`src/fsfl_pkg.sv`:
```
// ----------------------------------------------------------------------------
// fsfl_pkg: shared definitions for the fixed slot free list allocator
// Field widths, register indexes, status codes and the command record that
// travels from the front end to the list engine.
// ----------------------------------------------------------------------------
`default_nettype none

package fsfl_pkg;

  localparam int unsigned MAX_SLOTS_DEF      = 1024;
  localparam int unsigned MAX_SLOT_BYTES_DEF = 4096;

  localparam int unsigned SLOT_BYTES_W = 13;
  localparam int unsigned SLOT_COUNT_W = 11;
  localparam int unsigned CFG_DATA_W   = 13;
  localparam int unsigned CFG_IDX_W    = 1;
  localparam int unsigned SIZE_W       = 16;
  localparam int unsigned OFF_W        = 22;
  localparam int unsigned STATUS_W     = 3;
  localparam int unsigned GSLOT_W      = 10;
  localparam int unsigned COUNT_W      = 11;
  localparam int unsigned DIV_CNT_W    = $clog2(OFF_W);
  localparam int unsigned CMDQ_DEPTH   = 2;

  localparam logic [SLOT_BYTES_W-1:0] SLOT_BYTES_RST = 13'd64;
  localparam logic [SLOT_COUNT_W-1:0] SLOT_COUNT_RST = 11'd1024;
  localparam logic [COUNT_W-1:0]      COUNT_MAX      = 11'd2047;
  localparam int unsigned             MIN_SLOT_BYTES = 4;

  typedef enum logic [CFG_IDX_W-1:0] {
    CFG_SLOT_BYTES = 1'b0,
    CFG_SLOT_COUNT = 1'b1
  } cfg_reg_t;

  typedef enum logic {
    REQ_ALLOC = 1'b0,
    REQ_FREE  = 1'b1
  } req_t;

  typedef enum logic [STATUS_W-1:0] {
    ST_OK        = 3'd0,
    ST_TOO_LARGE = 3'd1,
    ST_EMPTY     = 3'd2,
    ST_RANGE     = 3'd3,
    ST_MISALIGN  = 3'd4
  } status_t;

  typedef enum logic [1:0] {
    CMD_ALLOC  = 2'd0,
    CMD_FREE   = 2'd1,
    CMD_REJECT = 2'd2
  } cmd_kind_t;

  typedef struct packed {
    cmd_kind_t kind;
    status_t   status;
  } cmd_t;

endpackage

`default_nettype wire

```
`src/fsfl_cmd_fifo.sv`:
```
// ----------------------------------------------------------------------------
// fsfl_cmd_fifo: command queue between front end and list engine
// A short register queue so either side can stall without holding the other.
// ----------------------------------------------------------------------------
`default_nettype none

module fsfl_cmd_fifo #(
  parameter int unsigned SW = 10
) (
  input  wire logic              clk,
  input  wire logic              rst_n,
  input  wire logic              push,
  input  fsfl_pkg::cmd_t         push_ctl,
  input  wire logic [SW-1:0]     push_idx,
  output logic                   full,
  output logic                   not_empty,
  input  wire logic              pop,
  output fsfl_pkg::cmd_t         head_ctl,
  output logic [SW-1:0]          head_idx
);

  localparam int unsigned DEPTH = fsfl_pkg::CMDQ_DEPTH;
  localparam int unsigned PW    = $clog2(DEPTH);
  localparam int unsigned CW    = $clog2(DEPTH + 1);

  fsfl_pkg::cmd_t    ctl_q [DEPTH];
  logic [SW-1:0]     idx_q [DEPTH];
  logic [PW-1:0]     wp_r, rp_r;
  logic [CW-1:0]     cnt_r;
  logic              do_push, do_pop;

  assign full      = (cnt_r == CW'(DEPTH));
  assign not_empty = (cnt_r != '0);
  assign do_push   = push && !full;
  assign do_pop    = pop && not_empty;
  assign head_ctl  = ctl_q[rp_r];
  assign head_idx  = idx_q[rp_r];

  always_ff @(posedge clk) begin
    if (!rst_n) begin
      wp_r  <= '0;
      rp_r  <= '0;
      cnt_r <= '0;
    end else begin
      if (do_push) begin
        wp_r <= (wp_r == PW'(DEPTH - 1)) ? '0 : wp_r + 1'b1;
      end
      if (do_pop) begin
        rp_r <= (rp_r == PW'(DEPTH - 1)) ? '0 : rp_r + 1'b1;
      end
      if (do_push && !do_pop) begin
        cnt_r <= cnt_r + 1'b1;
      end else if (do_pop && !do_push) begin
        cnt_r <= cnt_r - 1'b1;
      end
    end
  end

  always_ff @(posedge clk) begin
    if (do_push) begin
      ctl_q[wp_r] <= push_ctl;
      idx_q[wp_r] <= push_idx;
    end
  end

endmodule

`default_nettype wire

```
`config.mk`:
```
export PLATFORM = sky130hd
export DESIGN_NAME = fsfl_cmd_fifo
export DESIGN_NICKNAME = d
export VERILOG_FILES = /design/src/fsfl_pkg.sv /design/src/fsfl_cmd_fifo.sv
export SDC_FILE = /design/constraint.sdc
export NUM_CORES = 1
export LEC_CHECK = 0
export ABC_AREA = 1
export BUFFER_PORTS_ARGS = -buffer_cell sky130_fd_sc_hd__buf_2
export CAP_MARGIN = 20
export CORE_MARGIN = 8
export CORE_UTILIZATION = 40
export CTS_CLUSTER_SIZE = 40
export DETAILED_ROUTE_END_ITERATION = 8
export SYNTH_ARGS = -nofsm -noshare
export SYNTH_HDL_FRONTEND = slang
export SYNTH_SLANG_ARGS = --single-unit
```
`constraint.sdc`:
```
create_clock -name clk -period 2.9 [get_ports clk]
set_input_delay 0.87 -clock clk [delete_from_list [all_inputs] [get_ports clk]]
set_output_delay 0.87 -clock clk [all_outputs]
set_load 0.01 [all_outputs]
```
### After elaboration in Yosys (flattened, before gate mapping)

Memory sizes are Yosys's and may differ from the RTL's. A register that Yosys moved wholly into a read port is not among the register bits.
Index checks and enable logic that the tools add are counted.

* flip-flop bits (word level): 4
* bits in latches: 0
* bits in writable memories: 30
* memory bits (read-only): 0
* input bits: 19
* output and inout port bits: 17
* word-level logic and storage cells: 29
* memories: 2

* add/subtract/negate cells: 4
* multiply operators: 0
* div/mod/pow operators: 0
* order comparisons: 0
* equal/unequal tests: 1
* shifts and indexed selects: 0
* mux-type cells: 10
* bitwise operators: 0
* reduce and logical (&&, ||, !) cells: 9

Memories
* idx_q: depth 2, bits a word 10, read ports 1, clocked after Yosys merged registers in 1, wr ports 1, line fsfl_cmd_fifo.sv:27 `logic [SW-1:0] idx_q [DEPTH];`
* ctl_q: depth 2, bits a word 5, read ports 1, clocked after Yosys merged registers in 1, wr ports 1, line fsfl_cmd_fifo.sv:26 `fsfl_pkg::cmd_t ctl_q [DEPTH];`

Operator list (count)
* $mux W1: 8
* $logic_and A1 B1 Y1: 4
* $mux W2: 2
* $reduce_bool A2 Y1: 2
* $logic_not A1 Y1: 3
* $add A1 B1 Y1 const B: 2
* $add A2 B1 Y2 const B: 1
* $eq A2 B2 Y1 const B: 1
* $sub A2 B1 Y2 const B: 1

### Depth between registers and ports, before layout

* word-level depth: 7
* gate-level depth with buffers: 10
* gate-level depth less buffers: 10

### Worst setup path before layout

OpenSTA, ideal clock, no wires.

* path type: input port to flip-flop
* start point: input push
* end point: memory ctl_q[1][0] in the netlist's numbering, enable pin
* setup time: 386 ps
* arrival time: 1590 ps
* required time: 2514 ps
* setup slack: 923 ps
* cell stages on the path: 2
* path buffers: 0
* cell sequence: o21ai_2 nor2_1

* longest elaborated chain between the ends: 3

RTL lines
* from (decl): line fsfl_cmd_fifo.sv:12 `input wire logic push,`
* $logic_and A1 B1 Y1: line fsfl_cmd_fifo.sv:34 `assign do_push = push && !full;`
* $mux W1: line fsfl_cmd_fifo.sv:60 `if (do_push) begin`
* $mux W1 (not written as such): line fsfl_cmd_fifo.sv:61 `ctl_q[wp_r] <= push_ctl;`
* to (decl): line fsfl_cmd_fifo.sv:26

Every way passes these cells.

==> impl_metrics.json <==
{
  "status": "complete, no violations",
  "pwr-share-comb_pct": 31.0,
  "postSynthAreaPerCell_um2": 16.5,
  "wl_per_cell_um": 13.3,
  "htreeDepth": 2,
  "pin_count": 36,
  "finalWeightedCongestion": 0.657,
  "rsz0062_at_grt": "false",
  "nets": 147,
  "root_buffer": "clkbuf_4",
  "leakage_nw": 0.689,
  "dp_hpwl_mm": 1.72,
  "pre_cts_ws_ns": 0.943,
  "crit_type": "register to output pin",
  "cts.path.max_buffers": 2,
  "drtIter0Drc": 15,
  "seq_area_um2": 1000,
  "tns_ns": 0,
  "finalHoldViolations": 0,
  "cts_tree": "built",
  "synth_cell_types": 17,
  "yosys_most_used_dff": "edfxtp_1",
  "worstPathArrival_ns": 1.42,
  "cts_num_sinks": 35,
  "cts-hold-fix-buffers": 0,
  "multi_input_area_um2": 322,
  "setup-violations-final": 0,
  "ys_ff_latch": 35,
  "core-area_um2": 3340,
  "cts.repair.resized": 0,
  "yosysSeqAreaShare_pct": 72.3,
  "postRouteAntennaNets": 0,
  "die_area_um2": 5600,
  "clock_skew_ns": 0.00635,
  "io_buffers": 35,
  "antenna_found_initial": 0,
  "ys_top_cells_by_count": "30 x edfxtp_1, 10 x mux2_4, 9 x nor2_1",
  "hp-class": "register to register",
  "yosys-top-cells-area": "edfxtp_1 65%, mux2_4 11%, dfxtp_1 7.2%, mux2_2 4.1%, nor2_1 2.4%",
  "clockPowerShare_pct": 18.2,
  "dieWidth_um": 74.8,
  "crit_cells": 3,
  "synthToLayoutAreaGrowth_pct": 20.0,
  "die_h_um": 74.8,
  "reg2regPathDepth": 9,
  "ir_drop_mv": 0.482,
  "synthCells": 84,
  "drive_above_1_share_pct": 49.2,
  "start_util_pct": 41.5,
  "crit_fanout": 14,
  "yosysMostFrequentCell": "edfxtp_1",
  "diodes": 0,
  "n_fill_cell": 314,
  "stdcell_count": 174,
  "synth-async-reset-ratio_pct": 0,
  "place_inst": 166,
  "critPathLaunchType": "register",
  "post_cts_buffers": 0,
  "first_pass_iters": 4,
  "overflow": 0,
  "grt_pass1_vias": 791,
  "powerDensity_nw_per_um2": 794,
  "max_cap_viol_count": 0,
  "tightestPinTransition_ns": 0.240,
  "mappedNetlistArea_um2": 1380,
  "power.internal_mw": 0.922,
  "fp-row-count": 21,
  "clock.fmax_mhz": 436,
  "critPathBufInv": 2,
  "synth_nets": 104,
  "period_share_pct": 79.0,
  "avgViaCountPerCell": 4.40,
  "clk_latency_ns": 0.32,
  "grt.total_usage_pct": 9.10,
  "min_delay_path_depth": 2,
  "post-route-util_pct": 49.8,
  "drv_slew": 0,
  "end_kind": "output pin",
  "drc": 0,
  "min_period_ns": 2.29,
  "yosysWarningCount": 0,
  "critPathSlowestCell": "mux2_2",
  "grt_pass1_wl_mm": 3.64,
  "cp_cell_sequence": "buf_4 > mux2_2 > buf_2",
  "cp_top_family": "buffers and inverters",
  "synth-edff-count": 30,
  "seq_power_share_pct": 50.8,
  "power_mw": 1.32,
  "grt_max_degree": 16,
  "max_stage_delay_ns": 0.36,
  "relSlewSlack_pct": 84.0,
  "swShare_pct": 30.1,
  "yosys.area.top_type": "edfxtp_1",
  "synth_top_area_share_pct": 65.1,
  "p_sw_mw": 0.397,
  "clkTransAtPathRegs_ns": 0.09,
  "vias": 765,
  "wl_mm": 2.31,
  "fin_ws_ns": 0.609,
  "cts_buffers": 5,
  "critPathRequiredTime_ns": 2.03
}
## cells in the final DEF, fill, tap and decap left out
cell type	n
buf_2	35
edfxtp_1	30
mux2_4	10
nor2_1	9
inv_1	7
nand2_1	7
mux2_2	5
dfxtp_1	5
clkbuf_4	5
clkinv_2	3
buf_4	3
o21ai_0	2
o21ai_2	1
inv_2	1
o21a_1	1
a21oi_1	1
nand3_1	1
nand4_1	1
ha_1	1
## state kept, by name, indices dropped and copies added, names as in the netlist, named ones only
name / cells
rp_r: 1
idx_q: 20
wp_r: 1
ctl_q: 10
cnt_r: 2
## through the flow
step / hold WS [ns] / cell area (um2)
3_3_place_gp: 0.480 / 1610
5_1_grt: 0.558 / 1660
2_1_floorplan: 0.467 / 1380
6_report: 0.513 / 1660
3_5_place_dp: 0.490 / 1610
4_1_cts: 0.517 / 1660
## final timing paths
kind / startpoint / end / slack (ns)
worst min register to register: wp_r / wp_r / 0.51
worst max-delay path: register / head_idx[9] / 0.61
worst max register to register: cnt_r[1] / cnt_r[1] / 1.42
worst min-delay path: wp_r / wp_r / 0.51
## routing by layer
| layer | share of wire (%) | up-vias | global-route usage, % |
|---|---|---|---|
| met4 | 1.8 | 0 | 5.22 |
| met2 | 50 | 26 | 14.9 |
| met5 | 0 | - | 0 |
| li1 | - | 383 | - |
| met3 | 11 | 4 | 5.06 |
| met1 | 37 | 352 | 8.85 |
## layout make-up
cell class | instances | share of cell area (%)
sequential | 35 | 60.3
tap | 46 | 3.47
multi-input combinational | 39 | 19.4
clock inverter | 3 | 0.904
clock buffer | 5 | 2.26
timing repair buffer | 38 | 11.9
inverter | 8 | 1.81
## kinds of logic after synthesis
family / Yosys count / synth area share (%)
AND/OR/NAND/NOR: 18 / 5.15
multiplexers: 15 / 14.9
adder cells (fa/ha/maj): 1 / 0.904
AO/OA/AOI/OAI: 5 / 2.26
buffers and inverters: 10 / 4.43
flip-flops: 35 / 72.3
## power by group through the flow
stage | clock (mW) | combinational (mW) | sequential (mW)
floorplan | 0 | 0.301 | 0.676
global placement | 0 | 0.406 | 0.679
detailed placement | 0 | 0.419 | 0.683
CTS | 0.252 | 0.420 | 0.672
global route | 0.273 | 0.453 | 0.680
finish | 0.240 | 0.409 | 0.670
## worst reg2reg max path, stage by stage, from the launching register on
cell	delay, ns
dfxtp_1	0.37
inv_1	0.09
o21ai_2	0.19
inv_1	0.09
ha_1	0.34
inv_1	0.09
nand3_1	0.09
nand2_1	0.06
inv_1	0.03
nor2_1	0.08
Note: power is estimated with default switching activity, not from simulation.
