**config.mk**
```make
export PLATFORM = sky130hd
export DESIGN_NAME = fsfl_front_flat
export DESIGN_NICKNAME = d
export VERILOG_FILES = /design/src/fsfl_pkg.sv /design/src/fsfl_req_if.sv /design/src/fsfl_front.sv /design/src/flat_wrapper.sv
export SDC_FILE = /design/constraint.sdc
export NUM_CORES = 1
export LEC_CHECK = 0
export BUFFER_PORTS_ARGS = -buffer_cell sky130_fd_sc_hd__buf_2
export CAP_MARGIN = 20
export CELL_PAD_IN_SITES_DETAIL_PLACEMENT = 2
export CELL_PAD_IN_SITES_GLOBAL_PLACEMENT = 2
export CORE_AREA = 2 2 123 89
export DETAILED_ROUTE_END_ITERATION = 16
export DIE_AREA = 0 0 125 91
export GPL_TIMING_DRIVEN = 1
export HOLD_SLACK_MARGIN = 0.03
export PLACE_DENSITY = 0.95
export SYNTH_ARGS = -nofsm -noshare
export SYNTH_HDL_FRONTEND = slang
export SYNTH_SLANG_ARGS = --single-unit
```
**constraint.sdc**
```tcl
create_clock -name clk -period 6.8 [get_ports clk]
set_clock_uncertainty 0.15 [all_clocks]
set_input_delay 0.68 -clock clk [delete_from_list [all_inputs] [get_ports clk]]
set_output_delay 0.68 -clock clk [all_outputs]
set_load 0.01 [all_outputs]
```
**src/fsfl_pkg.sv**
```systemverilog
// ----------------------------------------------------------------------------
// fsfl_pkg: shared definitions for the fixed slot free list allocator
// Field widths, register indexes, status codes and the command record that
// travels from the front end to the list engine.
// ----------------------------------------------------------------------------
`default_nettype none

package fsfl_pkg;

  localparam int unsigned MAX_SLOTS_DEF      = 1024;
  localparam int unsigned MAX_SLOT_BYTES_DEF = 4096;

  localparam int unsigned SLOT_BYTES_W = 13;
  localparam int unsigned SLOT_COUNT_W = 11;
  localparam int unsigned CFG_DATA_W   = 13;
  localparam int unsigned CFG_IDX_W    = 1;
  localparam int unsigned SIZE_W       = 16;
  localparam int unsigned OFF_W        = 22;
  localparam int unsigned STATUS_W     = 3;
  localparam int unsigned GSLOT_W      = 10;
  localparam int unsigned COUNT_W      = 11;
  localparam int unsigned DIV_CNT_W    = $clog2(OFF_W);
  localparam int unsigned CMDQ_DEPTH   = 2;

  localparam logic [SLOT_BYTES_W-1:0] SLOT_BYTES_RST = 13'd64;
  localparam logic [SLOT_COUNT_W-1:0] SLOT_COUNT_RST = 11'd1024;
  localparam logic [COUNT_W-1:0]      COUNT_MAX      = 11'd2047;
  localparam int unsigned             MIN_SLOT_BYTES = 4;

  typedef enum logic [CFG_IDX_W-1:0] {
    CFG_SLOT_BYTES = 1'b0,
    CFG_SLOT_COUNT = 1'b1
  } cfg_reg_t;

  typedef enum logic {
    REQ_ALLOC = 1'b0,
    REQ_FREE  = 1'b1
  } req_t;

  typedef enum logic [STATUS_W-1:0] {
    ST_OK        = 3'd0,
    ST_TOO_LARGE = 3'd1,
    ST_EMPTY     = 3'd2,
    ST_RANGE     = 3'd3,
    ST_MISALIGN  = 3'd4
  } status_t;

  typedef enum logic [1:0] {
    CMD_ALLOC  = 2'd0,
    CMD_FREE   = 2'd1,
    CMD_REJECT = 2'd2
  } cmd_kind_t;

  typedef struct packed {
    cmd_kind_t kind;
    status_t   status;
  } cmd_t;

endpackage

`default_nettype wire

```
**src/fsfl_req_if.sv**
```systemverilog
// ----------------------------------------------------------------------------
// fsfl_req_if: request channel
// Valid/ready channel carrying one allocate or free request per transaction.
// ----------------------------------------------------------------------------
`default_nettype none

interface fsfl_req_if;
  logic                              valid;
  logic                              ready;
  logic                              req_type;
  logic [fsfl_pkg::SIZE_W-1:0]       request_size;
  logic [fsfl_pkg::OFF_W-1:0]        freed_offset;

  modport source (output valid, req_type, request_size, freed_offset, input ready);
  modport sink   (input valid, req_type, request_size, freed_offset, output ready);
endinterface

`default_nettype wire

```
**src/fsfl_front.sv**
```systemverilog
// ----------------------------------------------------------------------------
// fsfl_front: request classifier and offset divider
// Checks allocate sizes, turns free offsets into slot indexes with a
// restoring divider (one quotient bit per cycle) and queues commands.
// ----------------------------------------------------------------------------
`default_nettype none

module fsfl_front #(
  parameter int unsigned SW  = 10,
  parameter int unsigned EBW = 13,
  parameter int unsigned CNTW = 11
) (
  input  wire logic              clk,
  input  wire logic              rst_n,
  fsfl_req_if.sink               in_ch,
  input  wire logic [EBW-1:0]    eff_bytes,
  input  wire logic [CNTW-1:0]   eff_count,
  input  wire logic              sweeping,
  input  wire logic              cfg_we,
  input  wire logic              q_full,
  output logic                   push,
  output fsfl_pkg::cmd_t         cmd_ctl,
  output logic [SW-1:0]          cmd_idx
);

  localparam int unsigned OFF_W = fsfl_pkg::OFF_W;
  localparam int unsigned SZW   = (EBW > fsfl_pkg::SIZE_W) ? EBW : fsfl_pkg::SIZE_W;

  typedef enum logic [2:0] {
    F_IDLE = 3'b001,
    F_DIV  = 3'b010,
    F_PUSH = 3'b100
  } fstate_t;

  fstate_t                          state_r, state_nxt;
  logic [OFF_W-1:0]                 quo_r, quo_nxt;
  logic [EBW-1:0]                   rem_r, rem_nxt;
  logic [fsfl_pkg::DIV_CNT_W-1:0]   cnt_r, cnt_nxt;
  logic [EBW:0]                     trial;
  logic                             accept;
  logic                             div_last;

  assign in_ch.ready = (state_r == F_IDLE) && !sweeping && !cfg_we && !q_full;
  assign accept      = in_ch.valid && in_ch.ready;
  assign trial       = {rem_r, quo_r[OFF_W-1]};
  assign div_last    = (cnt_r == fsfl_pkg::DIV_CNT_W'(OFF_W - 1));
  assign cmd_idx     = quo_r[SW-1:0];

  always_comb begin
    state_nxt = state_r;
    quo_nxt   = quo_r;
    rem_nxt   = rem_r;
    cnt_nxt   = cnt_r;
    push      = 1'b0;
    cmd_ctl   = '{kind: fsfl_pkg::CMD_ALLOC, status: fsfl_pkg::ST_OK};
    unique case (state_r)
      F_IDLE: begin
        if (accept) begin
          if (fsfl_pkg::req_t'(in_ch.req_type) == fsfl_pkg::REQ_ALLOC) begin
            push = 1'b1;
            if (SZW'(in_ch.request_size) > SZW'(eff_bytes)) begin
              cmd_ctl = '{kind: fsfl_pkg::CMD_REJECT, status: fsfl_pkg::ST_TOO_LARGE};
            end
          end else begin
            quo_nxt   = in_ch.freed_offset;
            rem_nxt   = '0;
            cnt_nxt   = '0;
            state_nxt = F_DIV;
          end
        end
      end
      F_DIV: begin
        // The dividend shifts out of the top of quo_r while quotient bits
        // shift in at the bottom.
        if (trial >= {1'b0, eff_bytes}) begin
          rem_nxt = EBW'(trial - {1'b0, eff_bytes});
          quo_nxt = {quo_r[OFF_W-2:0], 1'b1};
        end else begin
          rem_nxt = EBW'(trial);
          quo_nxt = {quo_r[OFF_W-2:0], 1'b0};
        end
        cnt_nxt = cnt_r + 1'b1;
        if (div_last) begin
          state_nxt = F_PUSH;
        end
      end
      F_PUSH: begin
        if (rem_r != '0) begin
          cmd_ctl = '{kind: fsfl_pkg::CMD_REJECT, status: fsfl_pkg::ST_MISALIGN};
        end else if (quo_r >= OFF_W'(eff_count)) begin
          cmd_ctl = '{kind: fsfl_pkg::CMD_REJECT, status: fsfl_pkg::ST_RANGE};
        end else begin
          cmd_ctl = '{kind: fsfl_pkg::CMD_FREE, status: fsfl_pkg::ST_OK};
        end
        if (!q_full) begin
          push      = 1'b1;
          state_nxt = F_IDLE;
        end
      end
      default: state_nxt = F_IDLE;
    endcase
  end

  always_ff @(posedge clk) begin
    if (!rst_n) begin
      state_r <= F_IDLE;
    end else begin
      state_r <= state_nxt;
    end
  end

  always_ff @(posedge clk) begin
    quo_r <= quo_nxt;
    rem_r <= rem_nxt;
    cnt_r <= cnt_nxt;
  end

  a_div_ends_in_push: assert property (@(posedge clk) disable iff (!rst_n)
    (state_r == F_DIV) && div_last |=> state_r == F_PUSH)
    else $error("divider did not hand over to the push step");

  a_free_is_aligned: assert property (@(posedge clk) disable iff (!rst_n)
    push && (cmd_ctl.kind == fsfl_pkg::CMD_FREE) |-> (rem_r == '0) && (state_r == F_PUSH))
    else $error("free command queued with a nonzero remainder");

endmodule

`default_nettype wire

```
**src/flat_wrapper.sv**
```systemverilog
// flat-port wrapper written by rule: the top's interface ports become plain ports
module fsfl_front_flat 
#(
  parameter int unsigned SW  = 10,
  parameter int unsigned EBW = 13,
  parameter int unsigned CNTW = 11
)
  (clk, rst_n, eff_bytes, eff_count, sweeping, cfg_we, q_full, push, cmd_ctl, cmd_idx, in_ch_valid, in_ch_req_type, in_ch_request_size, in_ch_freed_offset, in_ch_ready);
  fsfl_req_if in_ch_i ();
  input  wire logic clk;
  input  wire logic rst_n;
  input  wire logic [EBW-1:0] eff_bytes;
  input  wire logic [CNTW-1:0] eff_count;
  input  wire logic sweeping;
  input  wire logic cfg_we;
  input  wire logic q_full;
  output logic push;
  output fsfl_pkg::cmd_t cmd_ctl;
  output logic [SW-1:0] cmd_idx;
  input wire logic [$bits(in_ch_i.valid)-1:0] in_ch_valid;
  input wire logic [$bits(in_ch_i.req_type)-1:0] in_ch_req_type;
  input wire logic [$bits(in_ch_i.request_size)-1:0] in_ch_request_size;
  input wire logic [$bits(in_ch_i.freed_offset)-1:0] in_ch_freed_offset;
  output wire logic [$bits(in_ch_i.ready)-1:0] in_ch_ready;
  assign in_ch_i.valid = in_ch_valid;
  assign in_ch_i.req_type = in_ch_req_type;
  assign in_ch_i.request_size = in_ch_request_size;
  assign in_ch_i.freed_offset = in_ch_freed_offset;
  assign in_ch_ready = in_ch_i.ready;
  fsfl_front #(.SW(SW), .EBW(EBW), .CNTW(CNTW)) u_core (.clk(clk), .rst_n(rst_n), .in_ch(in_ch_i), .eff_bytes(eff_bytes), .eff_count(eff_count), .sweeping(sweeping), .cfg_we(cfg_we), .q_full(q_full), .push(push), .cmd_ctl(cmd_ctl), .cmd_idx(cmd_idx));
endmodule
```
**Word-level counts from Yosys, hierarchy flattened**

Cells that the tools add are included.

- Add/subtract/negate cells: 2
- $mul: 0
- Div/mod/pow operators: 0
- Order comparisons: 3
- Equal/unequal tests: 8
- Shift operators: 0
- Muxes and demuxes: 26
- Bitwise logic cells: 0
- Reductions and logical operators: 11

Operator list:

| operator | count |
|---|---|
| 22-bit 2-to-1 mux | 2 |
| 22-bit one-hot mux with 2 select lines | 1 |
| 13-bit 2-to-1 mux | 3 |
| 5-bit 2-to-1 mux | 7 |
| 13-bit one-hot mux with 2 select lines | 1 |
| 22-bit by 11-bit greater-or-equal comparator with 1-bit output | 1 |
| 5-bit one-hot mux with 2 select lines | 2 |
| 16-bit by 13-bit > comparator with 1-bit output | 1 |
| 14-bit by 13-bit greater-or-equal comparator with 1-bit output | 1 |
| 13-bit nonzero test | 1 |
| 13-bit subtractor | 1 |
| 3-bit 2-to-1 mux | 4 |
| 3-bit one-hot mux with 3 select lines | 1 |
| 5-bit by 1-bit adder with 5-bit output (second input constant) | 1 |
| 5-bit == test (second input constant) | 1 |
| 1-bit logical AND | 4 |
| 1-bit 2-to-1 mux | 4 |
| 2-bit by 1-bit inequality test with 1-bit output (second input constant) | 2 |
| 2-bit inequality test (second input constant) | 2 |
| 4-bit AND reduction | 1 |
| 3-bit by 1-bit == test with 1-bit output (second input constant) | 1 |
| 3-bit by 2-bit == test with 1-bit output (second input constant) | 1 |
| 3-bit == test (second input constant) | 1 |
| 1-bit logical NOT | 3 |
| other kinds (3) | 3 |

- Register bits after elaboration: 43
- Bits in latches: 0
- Memory bits (writable): 0
- Bits in read-only memories: 0
- Bits of input ports: 69
- Word-level logic and storage cells: 54
- Memories kept: 0

**Depth between registers and ports, before layout**

- Depth after elaboration: 7
- Depth in mapped cells: 10
- Mapped depth without buffers: 9

**Least setup slack after synthesis**

Ideal clock, no wire load.

- Path type: input to register
- From: input port sweeping
- To: register u_core.cnt_r[0] in the netlist's numbering (enable)
- Setup time: 0.451 ns
- Arrival time: 3.143 ns
- Setup slack: 3.056 ns
- Cell stages on the path: 3
- Path buffers: 0
- Cells stage by stage: nor4_4 > nand2_1 > a21oi_1

- Longest elaborated chain between the ends: 7

RTL lines:

| element | RTL line | RTL |
|---|---|---|
| start: declaration | flat_wrapper.sv:14 | `input wire logic sweeping;` |
| 1-bit logical NOT | fsfl_front.sv:43 | `assign in_ch.ready = (state_r == F_IDLE) && !sweeping && !cfg_we && !q_full;` |
| 1-bit logical AND (3 in a row) | fsfl_front.sv:43 |  |
| 1-bit logical AND | fsfl_front.sv:44 | `assign accept = in_ch.valid && in_ch.ready;` |
| 2-bit by 1-bit inequality test with 1-bit output (no line) | -- |  |
| 3-bit AND reduction (no line) | -- |  |
| end signal: assignment | fsfl_front.sv:115 | `cnt_r <= cnt_nxt;` |
| end: declaration | fsfl_front.sv:38 | `logic [fsfl_pkg::DIV_CNT_W-1:0] cnt_r, cnt_nxt;` |

Every way passes these cells.
A chain may end at the register's enable or synchronous reset.

==> key figures <==
Critical path
  – R2R setup slack: 3530 ps
  – Critical Path Fanout Max: 4
  – CP endpoint kind: primary output
  – Crit start category: input port
  – Crit path launch: eff_count[1]
  – Data arrival time of the critical path: roughly 2600 ps
  – Worst path top cell family by delay: compound AO/OA/AOI/OAI gates
  – WP buf/inv: 3
  – CP Cell Sequence: buf_2, inv_1, ha_1, and2_1, a311oi_1, o21ai_0, a21oi_1, and2_1, o21ai_1, buf_2
  – Slowest stage delay, CP: 360 ps
  – RR Startpoint: u_core.quo_r[21]
  – CP required: 5970 ps
  – Slowest cell on crit path: a311oi_1
  – Worst flop-to-flop path endpoint: u_core.rem_r[0]
  – Worst Reg2Reg Path Length in Cells: 9
  – Crit path kind: input port to primary output

Clock network
  – Clk pin slew, worst setup/hold paths: about 60 ps
  – Post-CTS Hold Buffers: 0
  – Post-cts sizing count: 0
  – TritonCTS buffer count: 5
  – Insertion delay to the later sink of the worst-skew pair: 290 ps
  – Clock buffer depth: 2
  – CTS sink cnt: 43
  – TritonCTS clock tree: done
  – Post-CTS setup buffers: 0
  – Clock root cell: clkbuf_16
  – H-tree depth: 2

Cells and area
  – # fillers: 1143
  – Fin nets: 577
  – Layout area overhead: 18.3%
  – Layout cells sized above 1: 23.9%
  – Inserted Diodes: 0

Status
  – Status: completed

Die
  – Core region area: 10200 um2
  – Starting Density: 34.5%
  – Horiz. Die Dim: 125 um
  – I/O pin total: 86
  – Die Ht: 91 um
  – Row cnt: 31
  – DIE AREA: 11400 um2

Drt
  – Remaining DRCs: 0
  – Initial DRC count: ~220
  – Vias/cell: roughly 6
  – TritonRoute pass-1 iters: 4
  – Routed via count: 3554
  – DR WL/cell: approximately 25 um
  – Routed WL: 15.0 mm
  – DRT antenna net count: 0

Timing
  – Fmax: 0.295 GHz
  – Slew Viols, Final: 0
  – WHS: 429 ps
  – Hold Vio Cnt, Final: 0
  – Final Critical Period: 3390 ps
  – Worst slew margin: 50.1%
  – Worst slew pin tran: 741 ps
  – RSZ-0062 raised after global routing: false
  – Final Cycle Share: 49.8%
  – Final setup viols: 0
  – Setup_tns: 0 ps

Place
  – Post-DP HPWL: approximately 11 mm
  – Final GP Congestion: 0.921
  – Port bufs: 85

Yosys
  – Avg Cell Area, Syn: 8.92 um2
  – Synth Net Count: 502
  – #FFs+latches synth: 43
  – Ys Warns: 0
  – Post-synth EDFFs: 40
  – Post-Syn Area: 3500 um2
  – Async SR Flop Fraction: 0%
  – Most numerous cell in the Yosys netlist: nand2_1
  – Sequential area share after synthesis: 36.0%
  – Most used DFF post-synth: edfxtp_1
  – Top post-synthesis cells by count: nand2_1 (73), edfxtp_1 (40), ha_1 (39), inv_1 (33), a21oi_1 (23)
  – Yosys top cell area share: 34.3%
  – Synth area leader: edfxtp_1
  – Syn Inst Count: 393
  – Area contributors post-synth: edfxtp_1 (34%), ha_1 (14%), nand2_1 (7.8%)
  – Count of different cell masters after synthesis: 65

Job
  – MaxCap Viol Count: 0

Power and ir drop
  – Power Dens Cells: 192 nW/um2
  – Leakage power: 0.00189 uW
  – Worst VDD drop: between 0.00008 and 0.00009 V

Min path
  – Worst Hold End: u_core.quo_r[19]
  – Worst min path class: flip-flop to flip-flop
  – Worst hold path stage count: 2
  – HP Start: u_core.quo_r[18]

Global route
  – Gr usage total: 26.2%
  – GRT Residual Overflow: 0
  – Initial antenna violation count: 0
  – Largest net degree at the start of global routing: 45
  – First-pass GRT wire length: 23.2 mm
  – Number of global-route vias before repair: 4058
-- kinds of logic (layout without fill, tap and decap cells) --
| family | count (synthesis) | after routing | synth area share (%) |
|---|---|---|---|
| compound gates | 93 | 93 | 18.2 |
| simple gates | 152 | 152 | 21.2 |
| buf+inv | 54 | 130 | 7.32 |
| flops | 43 | 43 | 36.0 |
| xor+xnor | 9 | 9 | 2.25 |
| fa+ha+maj | 40 | 40 | 14.5 |
| mux | 2 | 2 | 0.607 |
-- per-stage QoR --
| step | utilization (%) | std cells | area [um2] | setup WS [ps] | power, uW |
|---|---|---|---|---|---|
| CTS | 40.8 | 601 | 4150 | 3390 | 796 |
| global placement | 39.4 | 593 | 4000 | 3590 | 515 |
| finish | 40.8 | 601 | 4150 | 3410 | 796 |
| detailed placement | 39.4 | 593 | 4000 | 3340 | 544 |
| floorplan | - | 393 | 3500 | 3060 | 459 |
| global route | 40.8 | 601 | 4150 | 3230 | 827 |
-- worst reg2reg max path, stage by stage (launching register included) --
cell and delay (ps):
edfxtp_1 440, inv_1 80, ha_1 220, fa_1 450, and2b_1 300, o21bai_1 140
a31o_1 270, a21oi_2 610, nor3_1 140, a211oi_1 290
-- layout by cell type, fill, tap and decap left out, drive strengths merged, types with 5 or more instances in the layout --
cell type / Yosys / layout
nor2: 16 / 16
nor3: 6 / 6
edfxtp: 40 / 40
nor4: 8 / 8
a21oi: 26 / 26
inv: 33 / 33
o21ai: 19 / 19
o211ai: 5 / 5
nand3: 17 / 17
ha: 39 / 39
clkbuf: 7 / 6
a211oi: 8 / 8
a21o: 9 / 9
buf: 14 / 89
nand2: 73 / 73
xnor2: 5 / 5
-- layout make-up --
cell class / count / area [um2] / share of cell area, %
multi-input cells: 296 / 2000 / 48.2
inverters: 33 / 124 / 2.99
clock buffers: 6 / 129 / 3.11
flip-flops and latches: 43 / 1260 / 30.4
clock inverters: 2 / 12.5 / 0.302
well taps: 132 / 165 / 3.98
repair buffers: 89 / 455 / 11.0
-- how the worst max path moves through the flow --
stage                           end  cells past startpoint
detailed placement  u_core.rem_r[5]                      9
finish                   cmd_ctl[4]                     10
floorplan           u_core.cnt_r[0]                      3
CTS                      cmd_ctl[4]                     10
global route             cmd_ctl[4]                     10
global placement         cmd_ctl[4]                     10
-- per-layer routing --
layer	GRT usage (%)	routed length, um	vias up
li1	-	-	1568
met1	29.8	5770	1762
met2	47.5	7660	167
met3	5.42	937	57
met4	11.9	649	0
met5	0	0	-
-- report_power, final --
part	internal (uW)	switching, uW	total (uW)
Combinational	85.0	142	227
Sequential	308	15.2	323
Clock	136	110	246
-- sequential cells by signal, summed over array words and instances (netlist names) --
signal / cells
u_core.rem_r: 13
u_core.state_r: 3
u_core.cnt_r: 5
u_core.quo_r: 22
Power figures use the tool's default switching activity.
